==> src/sv/xmul_pkg.sv <==
// Package of the unsigned multiply unit: size codes, payload and stage types.
`default_nettype none

package xmul_pkg;

	// Number of register stages between an accepted input and a presented result.
	localparam int unsigned DEPTH = 4;

	typedef enum logic [1:0] {
		SZ8  = 2'd0,
		SZ16 = 2'd1,
		SZ32 = 2'd2,
		SZ64 = 2'd3
	} size_t;

	typedef struct packed {
		logic [1:0]  cmd;
		logic [63:0] acc_in;
		logic [63:0] high_in;
		logic [63:0] operand_value;
	} xmul_in_t;

	typedef struct packed {
		logic [63:0] acc_out;
		logic [63:0] high_out;
		logic        carry_flag;
		logic        overflow_flag;
	} xmul_out_t;

	// Partial products of the masked operands.
	typedef struct packed {
		size_t       size;
		logic [63:0] acc;
		logic [63:0] rdx;
		logic [63:0] p00;
		logic [63:0] p01;
		logic [63:0] p10;
		logic [63:0] p11;
	} pp_t;

	// Column sums of the partial products.
	typedef struct packed {
		size_t       size;
		logic [63:0] acc;
		logic [63:0] rdx;
		logic [31:0] lo32;
		logic [33:0] mid;
		logic [63:0] hsum;
	} colsum_t;

	// Full 128-bit product.
	typedef struct packed {
		size_t       size;
		logic [63:0] acc;
		logic [63:0] rdx;
		logic [63:0] lo;
		logic [63:0] hi;
	} prod_t;

endpackage

`default_nettype wire

==> src/sv/xmul_merge.sv <==
// Output stage: merge of the product into the registers per size, and the flags.
`default_nettype none

module xmul_merge (
	input  logic                clk,
	input  logic                arst_n,
	input  logic                in_valid,
	output logic                in_ready,
	input  xmul_pkg::prod_t     in_data,
	output logic                out_valid,
	input  logic                out_ready,
	output xmul_pkg::xmul_out_t out_data
);
	import xmul_pkg::*;

	logic      valid_s4;
	xmul_out_t res;
	xmul_out_t res_s4;
	logic      upper;

	always_comb begin
		case (in_data.size)
			SZ8: begin
				res.acc_out  = {in_data.acc[63:16], in_data.lo[15:0]};
				res.high_out = in_data.rdx;
				upper        = |in_data.lo[15:8];
			end
			SZ16: begin
				res.acc_out  = {in_data.acc[63:16], in_data.lo[15:0]};
				res.high_out = {in_data.rdx[63:16], in_data.lo[31:16]};
				upper        = |in_data.lo[31:16];
			end
			SZ32: begin
				res.acc_out  = {32'd0, in_data.lo[31:0]};
				res.high_out = {32'd0, in_data.lo[63:32]};
				upper        = |in_data.lo[63:32];
			end
			default: begin
				res.acc_out  = in_data.lo;
				res.high_out = in_data.hi;
				upper        = |in_data.hi;
			end
		endcase
		res.carry_flag    = upper;
		res.overflow_flag = upper;
	end

	assign in_ready = !valid_s4 || out_ready;

	always_ff @(posedge clk or negedge arst_n) begin
		if (!arst_n) begin
			valid_s4 <= 1'b0;
		end else if (in_ready) begin
			valid_s4 <= in_valid;
		end
	end

	always_ff @(posedge clk) begin
		if (in_valid && in_ready) begin
			res_s4 <= res;
		end
	end

	assign out_valid = valid_s4;
	assign out_data  = res_s4;

endmodule

`default_nettype wire

==> config.mk <==
export PLATFORM = sky130hd
export DESIGN_NAME = xmul_merge
export DESIGN_NICKNAME = d
export VERILOG_FILES = /design/src/sv/xmul_pkg.sv /design/src/sv/xmul_merge.sv
export SDC_FILE = /design/constraint.sdc
export NUM_CORES = 1
export LEC_CHECK = 0
export ABC_AREA = 1
export BUFFER_PORTS_ARGS = -buffer_cell sky130_fd_sc_hd__buf_2
export CAP_MARGIN = 40
export CORE_AREA = 2 2 155 157
export DETAILED_ROUTE_END_ITERATION = 8
export DIE_AREA = 0 0 157 159
export GPL_ROUTABILITY_DRIVEN = 0
export PLACE_DENSITY_LB_ADDON = 0.3
export SYNTH_ARGS = -nofsm -noshare
export SYNTH_HDL_FRONTEND = slang
export SYNTH_SLANG_ARGS = --single-unit
==> constraint.sdc <==
create_clock -name clk -period 6.75 [get_ports clk]
set_input_delay 0.675 -clock clk [delete_from_list [all_inputs] [get_ports clk]]
set_output_delay 0.675 -clock clk [all_outputs]
set_load 0.01 [all_outputs]
======== Yosys cells after proc, flatten, opt, wreduce, memory -nomap -nowiden ========
Index checks and enable logic that the tools add are counted.
W data, S select, Z words.
storage, ports and cells
  input bits .............................. 262
  register bits after elaboration ......... 130
  logic and storage cells ................. 16
  output and inout bits ................... 132
operators by class
  multiplexer cells ....................... 2
  reductions and logical operators ........ 8
  eq/ne operators ......................... 2
operators with widths
  cell                  number
  $pmux W128 S3         1
  $reduce_or A64 Y1     1
  $reduce_or A32 Y1     1
  $reduce_or A16 Y1     1
  $reduce_or A8 Y1      1
  $pmux W1 S3           1
  $eq A2 B1 Y1 const B  1
  $eq A2 B2 Y1 const B  1
  $logic_not A2 Y1      1
  $logic_and A1 B1 Y1   1
  $logic_not A1 Y1      1
  $logic_or A1 B1 Y1    1

======== Logic depth before layout (Yosys ltp) ========
  depth after elaboration ................. 3
  gate-level depth with buffers ........... 9
  depth with buffers taken out ............ 8

======== Worst setup path before layout ========
No wires, ideal clock.
  kind .................................... input-to-reg
  from .................................... input port in_valid
  to ...................................... register res_s4 (netlist bit out_data[0]) (enable)
  path slack .............................. -837 ps
  data required time ...................... 6090 ps
  cell stages on the path ................. 2
  buffers on the path ..................... 0
  setup time .............................. 660 ps
  data arrival time ....................... 6928 ps
  cells stage by stage .................... inv_1 > a21oi_1
between the ends
  cells in the longest elaborated chain, start to end .. 1
RTL lines
  what                  RTL line          text
  from (decl)           xmul_merge.sv:7   input logic in_valid,
  $logic_and A1 B1 Y1   xmul_merge.sv:59  if (in_valid && in_ready) begin
  to (signal assigned)  xmul_merge.sv:60  res_s4 <= res;
  to (decl)             xmul_merge.sv:18  xmul_out_t res_s4;
Every way passes these cells.
A chain may end at the register's enable or synchronous reset.

==> reports/qor.csv <==
stage,metric,value,unit
sta,fin_skew,0.0107,ns
critical_path,cp.arrival,2.50,ns
cts,htreeDepth,4,
outcome,status,"finished, final reports clean",
critical_path,cp.required,6.88,ns
layout,final_layout_size_suffix_gt1_share,43.5,%
sta,min_period,2.37,ns
critical_path,cp-start-kind,primary input,
power,power,2.23,mW
power,p_per_area,251,nW/µm²
floorplan,dieArea,25000,µm²
global_routing,antenna_found_initial,8,
place,dp_hpwl,18.5,mm
sta,rsz0062_at_grt,no,
cts,cts.hold.buffers_added,0,
run,maxCapViolCount,0,
layout,final_cell_mix,"buf_2 (377), nand2_1 (147), edfxtp_1 (129), inv_1 (71), nor2_1 (56)",
sta,finalHoldViolations,0,
cts,clock_path_buffers,2,
route,drt-pass1-iter-count,6,
global_routing,grt_pass1_vias,5775,
floorplan,die_h,159,µm
power,irDropWorstVdd,145,µV
layout,nets,1217,
synthesis,netlist_area,5990,µm²
layout,multi_input_area,1690,µm²
cts,cts_buffers,17,
critical_path,slowest_delay,0.59,ns
layout,seq_area,3900,µm²
floorplan,rows,56,
floorplan,start_util,25.8,%
layout,syn2layout_area_growth,48.0,%
synthesis,yosysSeqAreaShare,65.0,%
sta,fmax,0.423,GHz
sta,setup-tns-final,0,ns
synthesis,synthTopCellsByArea,"edfxtp_1 (65%), nand2_1 (9.3%), inv_1 (4.4%), nor2_1 (3.5%), o21ai_1 (3.3%)",
sta,slew_headroom,41.8,%
critical_path,r2r_end,out_data[2],
critical_path,crit_cells,6,
synthesis,yosys.area.top_type,edfxtp_1,
cts,cts_tree,yes,
global_routing,gr-total-overflow,0,
sta,drv_slew,0,
synthesis,syn_nets,842,
route,drt_wl_total,23.9,mm
synthesis,synth.distinct_cells,25,
route,vias_per_cell,4.42,
route,final_antenna_net_count,0,
critical_path,critPathKind,primary input to flip-flop,
critical_path,path_delay_family,buffers and inverters,
critical_path,critPathBufInv,3,
critical_path,path_cells,"buf_2, inv_4, nand2_1, inv_1, a221oi_1, o21ai_1",
critical_path,cp_slowest_cell,nand2_1,
cts,clk_latency,0.41,ns
critical_path,setup.worst_path.start,in_data[257],
synthesis,synthCells,580,
place,port_buffers,377,
layout,layout_commonest_cell,buf_2,
hold_path,hold_class,primary input to asynchronous set/reset pin,
sta,worst_pin_slew,0.872,ns
floorplan,core-area,23200,µm²
place,placed_cell_area,8260,µm²
cts,clockRootBuffer,clkbuf_16,
synthesis,synth-warning-count,0,
critical_path,worstPathMaxFanout,56,
sta,finalCritPeriodShare,35.1,%
cts,cts_setup_buffers,0,
critical_path,cp-endpoint,out_data[11],
cts,clk_pin_slew_worst_paths,0.07,ns
route,route.vias.total,5713,
cts,clkSinkCount,130,
global_routing,grt_max_degree,67,
floorplan,ioPinCount,394,
synthesis,yosys.area.top_type_share,64.6,%
critical_path,r2r.worst_path.cells,2,
route,drc,0,
sta,finalSetupViolCount,0,
critical_path,end_kind,flip-flop,
cts,cts-resized-gates,0,
synthesis,ys_seq_elements,130,
floorplan,die_x,157,µm
critical_path,r2r-start,out_valid,
critical_path,ff2ff_setup_slack,5.06,ns
global_routing,grt.total_usage,18.6,%
route,wl_per_cell,18.5,µm
route,drt_iter0_drc,392,
layout,fillers,2377,
power,p_leak,4.10,nW
synthesis,synth.avg_cell_area,10.3,µm²
global_routing,grt_pass1_wl,33.8,mm
layout,final_area,8870,µm²
==> per-stage QoR <==
stage / utilization (%) / std cells / hold WS, ns / setup WS, ns
after global placement: 35.3 / 1252 / 0.460 / 3.42
after floorplan: - / 580 / 0.379 / 1.82
final: 38.2 / 1292 / 0.0291 / 4.38
after CTS: 38.2 / 1287 / 0.00689 / 4.42
after detailed placement: 35.6 / 1255 / 0.459 / 3.97
after global routing: 38.2 / 1289 / 0.00317 / 4.23
==> worst register-to-register path: cells and delay by family, from the launching register on <==
family / cells / cell delay [ns]
flops: 1 / 0.42
compound gates: 1 / 0.16
buf+inv: 1 / 0.64
==> layout make-up <==
class,instances,share of cell area [%]
inverters,74,3.19
flip-flops and latches,130,44.0
clock inverters,15,1.92
multi-input cells,349,19.0
clock buffers,17,4.80
well taps,319,4.50
diodes,5,0.141
repair buffers,383,22.5
==> cell usage after synthesis <==
master and number:
inv_2 1, nand3_1 16, inv_4 2, nor2_1 56, a21oi_1 8, o221ai_1 6
a221oi_1 2, buf_4 2, nor2_2 1, clkbuf_1 7, buf_6 1, o2111ai_1 7
o21ai_1 40, o22ai_1 7, dfrtp_1 1, nor2_4 1, o211ai_1 10, nand4_1 3
edfxtp_1 129, nand2_1 148, inv_1 71, a22o_1 22, buf_2 17, nor3_1 2
o21ai_0 20
==> cell families after synthesis <==
logic type | after synthesis | synth area share (%)
compound gates | 122 | 13.1
buf+inv | 101 | 7.01
flops | 130 | 65.0
simple gates | 227 | 14.9
==> state kept, by name, indices dropped and copies added, names as in the netlist <==
signal,count
out_data,129
out_valid,1
==> routing by layer <==
layer	routed length [µm]	GRT usage, %
met4	467	5.63
met1	9530	20.8
met3	1960	6.29
met5	53	0
met2	11900	33.1
==> power by group <==
part           internal, mW  total (mW)  switching, mW
sequential            0.956       0.970         0.0135
clock                 0.555       0.948          0.392
combinational         0.127       0.308          0.181
total                  1.64        2.23          0.587
==> worst min-delay path by stage <==
stage | start | endpoint | slack, ns | cells after the start
floorplan | arst_n | out_valid | 0.38 | 0
CTS | arst_n | out_valid | 0.007 | 1
global route | arst_n | out_valid | 0.003 | 1
global placement | arst_n | out_valid | 0.46 | 1
detailed placement | arst_n | out_valid | 0.46 | 1
finish | arst_n | out_valid | 0.03 | 1
No activity file was read; power rests on OpenSTA's default activity.
