===== config.mk =====
export PLATFORM = sky130hd
export DESIGN_NAME = xmul_reduce
export DESIGN_NICKNAME = d
export VERILOG_FILES = /design/src/sv/xmul_pkg.sv /design/src/sv/xmul_reduce.sv
export SDC_FILE = /design/constraint.sdc
export NUM_CORES = 1
export LEC_CHECK = 0
export ABC_AREA = 1
export ABC_CLOCK_PERIOD_IN_PS = 25800
export BUFFER_PORTS_ARGS = -buffer_cell sky130_fd_sc_hd__clkbuf_2
export CAP_MARGIN = 20
export CELL_PAD_IN_SITES_DETAIL_PLACEMENT = 1
export CELL_PAD_IN_SITES_GLOBAL_PLACEMENT = 1
export CORE_MARGIN = 2
export CORE_UTILIZATION = 40
export CTS_CLUSTER_DIAMETER = 50
export DETAILED_ROUTE_END_ITERATION = 8
export PLACE_DENSITY_LB_ADDON = 0.15
export SYNTH_ARGS = -nofsm -noshare
export SYNTH_HDL_FRONTEND = slang
export SYNTH_SLANG_ARGS = --single-unit

===== constraint.sdc =====
create_clock -name clk -period 25.8 [get_ports clk]
set_input_delay 1.29 -clock clk [delete_from_list [all_inputs] [get_ports clk]]
set_output_delay 1.29 -clock clk [all_outputs]
set_load 0.02 [all_outputs]

===== src/sv/xmul_pkg.sv =====
// Package of the unsigned multiply unit: size codes, payload and stage types.
`default_nettype none

package xmul_pkg;

	// Number of register stages between an accepted input and a presented result.
	localparam int unsigned DEPTH = 4;

	typedef enum logic [1:0] {
		SZ8  = 2'd0,
		SZ16 = 2'd1,
		SZ32 = 2'd2,
		SZ64 = 2'd3
	} size_t;

	typedef struct packed {
		logic [1:0]  cmd;
		logic [63:0] acc_in;
		logic [63:0] high_in;
		logic [63:0] operand_value;
	} xmul_in_t;

	typedef struct packed {
		logic [63:0] acc_out;
		logic [63:0] high_out;
		logic        carry_flag;
		logic        overflow_flag;
	} xmul_out_t;

	// Partial products of the masked operands.
	typedef struct packed {
		size_t       size;
		logic [63:0] acc;
		logic [63:0] rdx;
		logic [63:0] p00;
		logic [63:0] p01;
		logic [63:0] p10;
		logic [63:0] p11;
	} pp_t;

	// Column sums of the partial products.
	typedef struct packed {
		size_t       size;
		logic [63:0] acc;
		logic [63:0] rdx;
		logic [31:0] lo32;
		logic [33:0] mid;
		logic [63:0] hsum;
	} colsum_t;

	// Full 128-bit product.
	typedef struct packed {
		size_t       size;
		logic [63:0] acc;
		logic [63:0] rdx;
		logic [63:0] lo;
		logic [63:0] hi;
	} prod_t;

endpackage

`default_nettype wire


===== src/sv/xmul_reduce.sv =====
// Second and third stages: column sums, then the final carry into the upper half.
`default_nettype none

module xmul_reduce (
	input  logic          clk,
	input  logic          arst_n,
	input  logic          in_valid,
	output logic          in_ready,
	input  xmul_pkg::pp_t in_data,
	output logic          out_valid,
	input  logic          out_ready,
	output xmul_pkg::prod_t out_data
);
	import xmul_pkg::*;

	logic    valid_s2;
	logic    valid_s3;
	logic    ready_s2;
	colsum_t cs_s2;
	prod_t   prod_s3;

	assign ready_s2 = !valid_s3 || out_ready;
	assign in_ready = !valid_s2 || ready_s2;

	always_ff @(posedge clk or negedge arst_n) begin
		if (!arst_n) begin
			valid_s2 <= 1'b0;
			valid_s3 <= 1'b0;
		end else begin
			if (in_ready) begin
				valid_s2 <= in_valid;
			end
			if (ready_s2) begin
				valid_s3 <= valid_s2;
			end
		end
	end

	// The middle column can carry up to two into the upper half; the upper
	// column itself cannot overflow, as the true product fits in 128 bits.
	always_ff @(posedge clk) begin
		if (in_valid && in_ready) begin
			cs_s2.size <= in_data.size;
			cs_s2.acc  <= in_data.acc;
			cs_s2.rdx  <= in_data.rdx;
			cs_s2.lo32 <= in_data.p00[31:0];
			cs_s2.mid  <= {2'd0, in_data.p00[63:32]} + {2'd0, in_data.p01[31:0]}
				+ {2'd0, in_data.p10[31:0]};
			cs_s2.hsum <= in_data.p11 + {32'd0, in_data.p01[63:32]}
				+ {32'd0, in_data.p10[63:32]};
		end
	end

	always_ff @(posedge clk) begin
		if (valid_s2 && ready_s2) begin
			prod_s3.size <= cs_s2.size;
			prod_s3.acc  <= cs_s2.acc;
			prod_s3.rdx  <= cs_s2.rdx;
			prod_s3.lo   <= {cs_s2.mid[31:0], cs_s2.lo32};
			prod_s3.hi   <= cs_s2.hsum + {62'd0, cs_s2.mid[33:32]};
		end
	end

	assign out_valid = valid_s3;
	assign out_data  = prod_s3;

endmodule

`default_nettype wire


### After elaboration in Yosys (flattened, before gate mapping)

Cells that the tools add are included.

* $add $sub $neg: 5
* reduce and logical (&&, ||, !) cells: 6

Operators by type and width (number)
* 64-bit by 32-bit adder with 64-bit output: 2
* 64-bit by 2-bit adder with 64-bit output: 1
* 33-bit by 32-bit adder with 34-bit output: 1
* 32-bit by 32-bit adder with 33-bit output: 1
* 1-bit logical AND: 2
* 1-bit zero test: 2
* 1-bit logical OR: 2

* logic and storage cells: 24
* register bits: 520
* input bits: 390
* output and inout port bits: 260

### Logic depth before layout (Yosys ltp)

Gate-level depths: netlist (run 1).

* word-level depth: 4
* mapped depth: 17
* depth with buffers taken out: 17

### Worst setup path after synthesis (run 1)

No wires, ideal clock.

* path type: input-to-reg
* from: input port out_ready
* to: register prod_s3 (netlist bit out_data[0]) (enable)
* path slack: 11.157 ns
* buffers on the path: 0
* required time: 24.837 ns
* cell stages on the path: 2
* setup time: 0.963 ns
* arrival time: 13.679 ns
* cell sequence: inv_1 > a21oi_1

* word-level cells in the longest chain between the ends: 2

RTL lines
* start: declaration: RTL line xmul_reduce.sv:11 `input logic out_ready,`
* 1-bit logical OR: RTL line xmul_reduce.sv:22 `assign ready_s2 = !valid_s3 || out_ready;`
* 1-bit logical AND: RTL line xmul_reduce.sv:55 `if (valid_s2 && ready_s2) begin`
* end: declaration: RTL line xmul_reduce.sv:20 `prod_t prod_s3;`

Every way passes these cells.
A chain may end at the register's enable or synchronous reset.

### Worst setup path after layout (run 1)

* from: input port out_ready
* to: register prod_s3 (netlist bit out_data[58]) (enable)

Same word-level chain as after synthesis.

==> results by group, run 1 <==
Synth
  – Top-area cell type share of the netlist area: 62.7%
  – Synth unique cells: 39
  – Syn Inst Count: 2,215
  – Yosys reg bits: 520
  – Dominant cells by area after synthesis: edfxtp_1, nand2_1, fa_1
  – Net Count, Synth: 2,737
  – Fraction of registers with async set/reset: 0.385%
  – Primary FF master, synth: edfxtp_1
  – Post-synth EDFFs: 518
  – Sequential area share after synthesis: 62.9%
  – Synth area leader: edfxtp_1
  – Synthesized cell area: 24,800 sq um
  – Post-Syn Area per Cell: 11.2 sq um
  – Synth warnings: 0

Global route
  – First-pass GRT wire length: 117,000 um
  – Total track usage: 24.8%
  – Antenna violations before repair: 11
  – Pin count of the biggest net entering global routing: 112
  – Number of global-route vias before repair: 19,452
  – Gr ovfl total: 0

Critical path
  – Arrival time worst endpoint: 5.18 ns
  – Crit path launch type: input port
  – CP delay by family, top: buffers and inverters
  – CP Buf/Inv Count: 5
  – Largest fanout on the critical path: 81
  – Worst Path Required: 26.00 ns
  – Most used cell, CP: buf_4
  – Critical path, cell by cell: clkbuf_2 > inv_1 > a21oi_4 > buf_4 > buf_4 > buf_4
  – Setup crit end kind: flop
  – Max incr delay on CP: 0.96 ns
  – CP max stage cell: buf_4
  – Crit path kind: input port to flop

Timing
  – Final period utilization: 19.3%
  – Setup TNS Final: 0 ns
  – Final hold vios: 0
  – Worst rel slew slack: 29.3%
  – Fmax: 201 MHz
  – # setup viols final: 0
  – RSZ-0062 raised after global routing: false
  – Least-Margin Pin Slew: 1.06 ns
  – Fin crit period: 4.98 ns
  – Final Max Slew Viols: 0
  – Final Skew: 0.0375 ns

Place
  – Placed inst area: 29,100 sq um
  – PortBufs: 649
  – DP HPWL: 68,300 um
  – Routability congestion estimate: 0.912

Power
  – Peak supply drop: 0.0495 mV
  – Pleak: 13.7 nW
  – PD cells: 79.0 nW/um^2

Floorplanning
  – Total core area: 61,500 sq um
  – Ports: 650
  – Die Ht: 253 um
  – Die ar.: 64,100 sq um
  – Rows: 91
  – Initial cell density of the core: 40.4%
  – Die width: 253 um

Detailed routing
  – ANT nets after route: 0
  – Routed len/inst: 21.8 um
  – DR DRC count: 0
  – Routed WL: 82,100 um
  – DRT Pass-1 Iters: 5
  – Vias per cell: 4.93
  – Initial DRC Count: 971
  – Vias: 18,616

Clock tree
  – Root Driver: clkbuf_16
  – Worst-skew pair later-pin latency: 0.61 ns
  – CTS Hold Bufs: 0
  – CTS tree: done
  – CTS Buffer Depth: 3
  – H-tree levels: 2
  – Post-CTS Setup Inserts: 0
  – TritonCTS Sinks: 520
  – Number of buffers created by CTS: 59
  – Worst-path clk slew: 0.06 ns
  – # resized after CTS: 0

Finish
  – Final instance area: 31,000 sq um
  – Area Overhead vs Synth: 25.0%
  – Layout cell share with drive strength beyond 1: 25.8%
  – # nets final: 3,453
  – Fill cells: 6,949

Run
  – Max-Cap Viols: 0

Min path
  – Hold Path Class: flop to flop

Status
  – Status: complete, no violations
-- flip-flops by register name, indices dropped and copies added (netlist names) --
name	cells
cs_s2	260
out_data	258
out_valid	1
valid_s2	1
-- area by class of cell --
type	count	area, sq um	share of cell area, %
flip-flops and latches	520	15600	50.3
multi-input cells	1403	8140	26.2
repair buffers	655	3310	10.7
clock buffers	65	1500	4.83
inverters	292	1100	3.56
well taps	790	988	3.18
clock inverters	39	367	1.18
diodes	9	22.5	0.0726
-- worst reg2reg max path: stages (launching register included) --
cell and delay, ns:
dfrtp_1 0.43, a21oi_4 0.85, buf_4 0.95, buf_4 0.91, buf_4 1.02
-- where the power goes --
part | switching (mW) | internal, mW | total, mW | leakage, nW
Sequential | 0.0505 | 1.07 | 1.12 | 4.99
Combinational | 0.376 | 0.160 | 0.536 | 7.83
Clock | 0.335 | 0.461 | 0.796 | 0.900
Total | 0.761 | 1.69 | 2.45 | 13.7
-- metal layers --
| metal | track usage (%) | vias up | share of wire [%] |
|---|---|---|---|
| met2 | 43.5 | 568 | 50 |
| met1 | 29.9 | 9059 | 40 |
| met4 | 10.1 | 4 | 3.6 |
| li1 | - | 8860 | - |
| met3 | 5.04 | 125 | 6.5 |
| met5 | 0 | - | 0.027 |
-- stage by stage --
stage	setup slack, ns	util (%)	hold slack (ns)	cells	power, mW
global placement	20.29	47.4	0.400	3659	1.66
floorplan	11.16	-	0.400	2215	1.46
finish	20.82	50.5	0.393	3773	2.45
CTS	20.82	50.4	0.397	3763	2.47
detailed placement	20.18	47.4	0.405	3659	1.67
global route	20.49	50.5	0.402	3771	2.56
-- synth_stat cells (2+ instances only) --
cell	n
a21o_1	4
a21oi_1	64
and2_1	2
dfrtp_1	2
edfxtp_1	518
fa_1	67
ha_1	65
inv_1	287
inv_2	5
nand2_1	604
nand2_2	2
nand3_1	126
nand3b_1	2
nand4_1	36
nor2_1	196
nor2_2	4
nor3_1	50
nor3_2	5
nor3b_1	3
nor4_1	8
o21a_1	3
o21ai_0	27
o21ai_1	6
o21bai_1	6
xnor2_1	25
xor2_1	85
-- path summary, 6_finish.rpt --
path,slack [ns],depth (start not counted),endpoint,startpoint
min in group asynchronous,0.46,1,out_valid,arst_n
max reg2reg,21.20,4,out_data[58],out_valid
max in group asynchronous,25.23,1,valid_s2,arst_n
min reg2reg,0.39,0,out_data[103],cs_s2[71]
min,0.39,0,out_data[103],cs_s2[71]
max,20.82,6,out_data[58],out_ready
-- cell families (layout without fill, tap and decap cells) --
group | count (synthesis) | in the layout | synth area share (%)
adders and majority gates | 132 | 132 | 8.68
buffers and inverters | 292 | 1051 | 4.41
other | 0 | 9 | 0
DFF | 520 | 520 | 62.9
and+or+nand+nor | 1046 | 1046 | 17.6
AOI/OAI and AO/OA | 115 | 115 | 2.53
xor gates and xnor gates | 110 | 110 | 3.88
-- layout by cell type (no fill, tap or decap), types with 3 or more instances in the layout --
cell type   netlist  final
nor2_1          196    196
o21ai_0          27     27
o21ai_1           6      6
o21a_1            3      3
ha_1             65     65
nor2_2            4      4
nand3_1         126    126
nand4_1          36     36
xor2_1           85     85
a21o_1            4      4
buf_4             0      5
fa_1             67     67
bufinv_16         0      4
clkbuf_16         0     59
nor3_1           50     50
clkinv_1          0     11
nor3_2            5      5
xnor2_1          25     25
nor3b_1           3      3
o21bai_1          6      6
clkbuf_1          0      6
diode_2           0      9
nand2_1         604    604
clkinvlp_4        0      5
inv_1           287    286
a21oi_1          64     63
nor4_1            8      8
edfxtp_1        518    518
inv_6             0      6
clkinv_2          0      8
clkbuf_2          0    649
inv_2             5      5
Power figures use the tool's default switching activity.
==> inputs of run 2 (changes only) <==
- ABC_CLOCK_PERIOD_IN_PS: 25800 -> 4300
- CORE_ASPECT_RATIO: default -> 1.5
- CORE_UTILIZATION: 40 -> 37
- clock period: 25.8 -> 4.3 ns (I/O delays scaled with it)
==> results by group, run 2 (synthesized netlist as in run 1, its figures left out) <==
Status
  – Status: complete, no violations

Timing
  – Final hold vios: 0
  – # setup viols final: 0
  – Final period utilization: 64.5%
  – Final Skew: 0.0215 ns
  – Worst rel slew slack: 32.1%
  – RSZ-0062 raised after global routing: false
  – Fmax: 361 MHz
  – Worst setup margin: 1.53 ns
  – Setup TNS Final: 0 ns
  – Fin crit period: 2.77 ns
  – Least-Margin Pin Slew: 1.02 ns
  – Final Max Slew Viols: 0

Power
  – Peak supply drop: 0.329 mV
  – PD cells: 453 nW/um^2
  – Pleak: 14.5 nW
  – Total power: 15.0 mW

Place
  – DP HPWL: 77,300 um
  – Routability congestion estimate: 0.982
  – Setup Slack @ Placement: 1.14 ns
  – PortBufs: 649

Global route
  – Total track usage: 27.6%
  – Antenna violations before repair: 6
  – Number of global-route vias before repair: 22,011
  – First-pass GRT wire length: 139,000 um
  – Pin count of the biggest net entering global routing: 68
  – Gr ovfl total: 0

Finish
  – Layout cell share with drive strength beyond 1: 24.4%
  – Fill cells: 7,470
  – Most frequent cells in the layout: clkbuf_2, nand2_1, edfxtp_1
  – Largest register by flop count: cs_s2
  – Sequential Area: 15,600 sq um
  – # nets final: 3,641
  – Footprint of the multi-input gates: 8140 sq um
  – Max reg flops: 260
  – Area Overhead vs Synth: 33.0%
  – Commonest non-fill, non-tap cell in the layout: clkbuf_2
  – Fin util: 49.6%

Critical path
  – Arrival time worst endpoint: 3.12 ns
  – Worst Reg2Reg Path Length in Cells: 11
  – Critical path, cell by cell: ha_1 > inv_1 > fa_1 > inv_1 > nand3_2 > inv_2 > nand2_2 > nor2_2 > nand2_1 > nor2_1 > xor2_1
  – CP delay by family, top: simple AND/OR/NAND/NOR gates
  – Max incr delay on CP: 0.46 ns
  – Setup crit end kind: flop
  – R2r setup slk: 1.53 ns
  – CP max stage cell: fa_1
  – Crit path launch type: flop
  – Crit path kind: flop to flop
  – Reg2reg end: out_data[58]
  – Critical path depth in cells: 11
  – Largest fanout on the critical path: 6
  – Most used cell, CP: inv_1
  – Worst r2r src: cs_s2[96]
  – CP Buf/Inv Count: 3
  – Worst Path Required: 4.64 ns

Clock tree
  – CTS tree: done
  – Root Driver: clkbuf_16
  – H-tree levels: 2
  – Worst-skew pair later-pin latency: 0.61 ns
  – # resized after CTS: 0
  – Number of buffers created by CTS: 52
  – Worst-path clk slew: 0.07 ns
  – CTS Buffer Depth: 3
  – TritonCTS Sinks: 520

Floorplanning
  – Rows: 116
  – Ports: 650
  – Die width: 216 um
  – Die ar.: 69,200 sq um
  – Die Ht: 321 um
  – Total core area: 66,600 sq um
  – Initial cell density of the core: 37.3%

Min path
  – Hold Path Class: input port to flop
  – Hold wc startpoint: in_data[53]
  – WHS Endpoint: cs_s2[53]
  – Worst hold stages: 4

Detailed routing
  – Routed WL: 96,700 um
  – DR DRC count: 0
  – Vias per cell: 4.91
  – Vias: 19,897
  – Initial DRC Count: 951
  – DRT Pass-1 Iters: 4
  – Routed len/inst: 23.9 um
  – ANT nets after route: 0

Run
  – Max-Cap Viols: 0
## run 2: layout make-up
class / count / share of cell area [%]
sequential: 520 / 47.3
multi-input combinational: 1403 / 24.7
timing repair buffer: 850 / 15.9
clock buffer: 57 / 4.00
tap: 885 / 3.35
inverter: 292 / 3.33
clock inverter: 40 / 1.43
antenna: 6 / 0.0455
## run 2: power by group
group          leakage [nW]  internal (mW)  total (mW)  switching, mW
Clock                 0.863           2.64        4.81           2.17
Combinational          8.64           1.09        3.44           2.35
Sequential             4.99           6.41        6.72          0.312
Total                  14.5           10.1        15.0           4.82
## run 2: worst max path at each step
stage                     start           end  slack (ns)
floorplan             out_valid   out_data[0]       -0.87
global placement    in_data[65]     cs_s2[83]        1.15
detailed placement   in_data[1]     cs_s2[55]        1.14
CTS                   cs_s2[97]  out_data[58]        1.52
global route          cs_s2[96]  out_data[58]        1.42
finish                cs_s2[96]  out_data[58]        1.53
## run 2: repair_timing
item                      4_1_cts  5_1_grt
hold endpoints to repair      188        0
hold buffers                  189        0
setup buffers                   0        0
## run 2: through the flow
stage	instances	area, sq um	hold WS [ns]
after detailed placement	3761	29300	0.00466
after floorplan	2215	24800	-0.0806
after global placement	3761	29300	0.00442
after global routing	4051	33000	0.0349
final	4053	33000	0.0195
after CTS	4047	33000	0.00139
## run 2: routing by layer
layer  part of all wire (%)  GRT usage, %
met5                  0.026             0
met4                    6.7          16.6
met3                    5.0          4.38
met2                     55          54.4
met1                     33          26.6
## run 2: tightest hold or removal path, stage by stage
cell	delay, ns
clkbuf_2	0.14
inv_1	0.07
nand2_1	0.05
nand2_1	0.05
==> inputs of run 3 (changes only) <==
- ABC_CLOCK_PERIOD_IN_PS: 4300 -> 2700
- CORE_ASPECT_RATIO: 1.5 -> default
- CORE_UTILIZATION: 37 -> 40
- clock period: 4.3 -> 2.7 ns (I/O delays scaled with it)
==> results by group, run 3 (synthesized netlist as in run 1, its figures left out) <==
Power
  – Combinational share of power: 22.3%
  – Int Pwr: 17.4 mW
  – Sw power: 8.29 mW
  – Peak supply drop: 0.454 mV
  – PD cells: 760 nW/um^2
  – Net Sw Frac: 32.2%
  – Clk pwr share: 35.8%
  – Sequential Power Share: 41.9%
  – Pleak: 15.0 nW

Global route
  – Antenna violations before repair: 14
  – First-pass GRT wire length: 137,000 um
  – Number of global-route vias before repair: 21,580
  – Total track usage: 29.2%
  – Gr ovfl total: 0
  – Pin count of the biggest net entering global routing: 104

Critical path
  – Most used cell, CP: inv_1
  – Crit path kind: flop to flop
  – Worst Path Required: 3.14 ns
  – Critical path, cell by cell: ha_2 > inv_1 > fa_2 > inv_1 > nand3_2 > inv_2 > nand2_2 > nor2_4 > nand2_1 > nor2_2 > xor2_1
  – Largest fanout on the critical path: 5
  – CP Buf/Inv Count: 3
  – CP max stage cell: edfxtp_1
  – Critical path depth in cells: 11
  – Arrival time worst endpoint: 2.98 ns
  – Max incr delay on CP: 0.52 ns
  – Setup crit end kind: flop
  – Crit path launch type: flop
  – CP startpoint: cs_s2[96]
  – CP delay by family, top: simple AND/OR/NAND/NOR gates
  – Worst r2r src: cs_s2[96]
  – Worst Reg2Reg Path Length in Cells: 11

Detailed routing
  – Vias per cell: 5.02
  – Routed WL: 95,600 um
  – ANT nets after route: 0
  – Vias: 20,296
  – DRT Pass-1 Iters: 7
  – DR DRC count: 0
  – Routed len/inst: 23.6 um
  – Initial DRC Count: 1,392

Min path
  – Hold Path Class: input port to flop
  – Worst hold stages: 4
  – Hold wc startpoint: in_data[96]

Status
  – Status: complete, no violations

Finish
  – Largest register by flop count: cs_s2
  – Fill cells: 6,782
  – # nets final: 3,709
  – Most frequent cells in the layout: clkbuf_2, nand2_1, edfxtp_1
  – Max reg flops: 260
  – Commonest non-fill, non-tap cell in the layout: clkbuf_2
  – Area Overhead vs Synth: 36.3%
  – Layout cell share with drive strength beyond 1: 26.2%
  – Fin util: 55.1%

Timing
  – # setup viols final: 0
  – Least-Margin Pin Slew: 0.670 ns
  – Final period utilization: 93.9%
  – Final Skew: 0.0436 ns
  – Worst rel slew slack: 55.3%
  – Fin crit period: 2.54 ns
  – Setup TNS Final: 0 ns
  – Fmax: 394 MHz
  – WHS: 0.0319 ns
  – Final Max Slew Viols: 0
  – Final hold vios: 0

Place
  – DP HPWL: 70,900 um
  – Routability congestion estimate: 0.979
  – PortBufs: 649

Floorplanning
  – Die width: 253 um
  – Die ar.: 64,100 sq um
  – Total core area: 61,500 sq um
  – Die Ht: 253 um
  – Ports: 650
  – Rows: 91
  – Initial cell density of the core: 40.4%

Clock tree
  – Root Driver: clkbuf_16
  – CTS tree: done
  – Worst-path clk slew: 0.07 ns
  – CTS Buffer Depth: 3
  – Number of buffers created by CTS: 69
  – TritonCTS Sinks: 520
  – Worst-skew pair later-pin latency: 0.62 ns
  – H-tree levels: 3

Run
  – Max-Cap Viols: 0
==> run 3: metrics by stage <==
step	cell area (sq um)	worst slack, ns	instances	power (mW)
2_1_floorplan	24800	-2.47	2215	13.8
3_3_place_gp	29600	-0.0181	3711	16.1
3_5_place_dp	29600	-0.0963	3711	16.3
4_1_cts	33800	0.00202	4028	25.5
5_1_grt	33900	-0.0194	4044	26.7
6_report	33900	0.164	4044	25.7
==> run 3: cell type report <==
type / count / area [sq um] / area share [%]
flip-flops and latches: 520 / 15600 / 46.1
multi-input cells: 1403 / 8160 / 24.1
repair buffers: 901 / 5710 / 16.9
clock buffers: 75 / 1750 / 5.17
inverters: 292 / 1100 / 3.25
well taps: 790 / 988 / 2.92
clock inverters: 50 / 505 / 1.49
diodes: 13 / 32.5 / 0.0961
==> run 3: worst paths after layout <==
path                                  to  slack, ns
setup / recovery            out_data[58]       0.16
min in group asynchronous       valid_s2       0.49
setup reg to reg            out_data[58]       0.16
hold reg to reg            out_data[248]       0.41
max in group asynchronous      out_valid       2.04
hold / removal                  cs_s2[0]       0.03
==> run 3: layer usage <==
metal	up-vias	GRT usage (%)	share of wire [%]
met3	210	6.15	6.3
met1	9975	35.4	40
met5	-	0	0.010
met2	692	50.0	50
li1	9417	-	-
met4	2	13.2	4.6
==> run 3: power by group through the flow <==
stage	registers [mW]	logic, mW	clock network [mW]
after floorplan	11.3	2.45	0
after global placement	10.8	5.30	0
after detailed placement	10.9	5.41	0
after CTS	10.7	5.70	9.12
after global routing	10.9	6.25	9.64
final	10.8	5.74	9.20
==> run 3: repair_timing <==
item	CTS	global route
setup buffers	0	3
pin swaps	2	2
setup endpoints to repair	3	6
endpoints found under the hold margin	190	0
hold buffers	192	0
resized for setup	3	2
==> run 3: tightest hold or removal path, stage by stage <==
cell and delay (ns):
clkbuf_2 0.08, inv_1 0.07, fa_1 0.16, inv_1 0.03
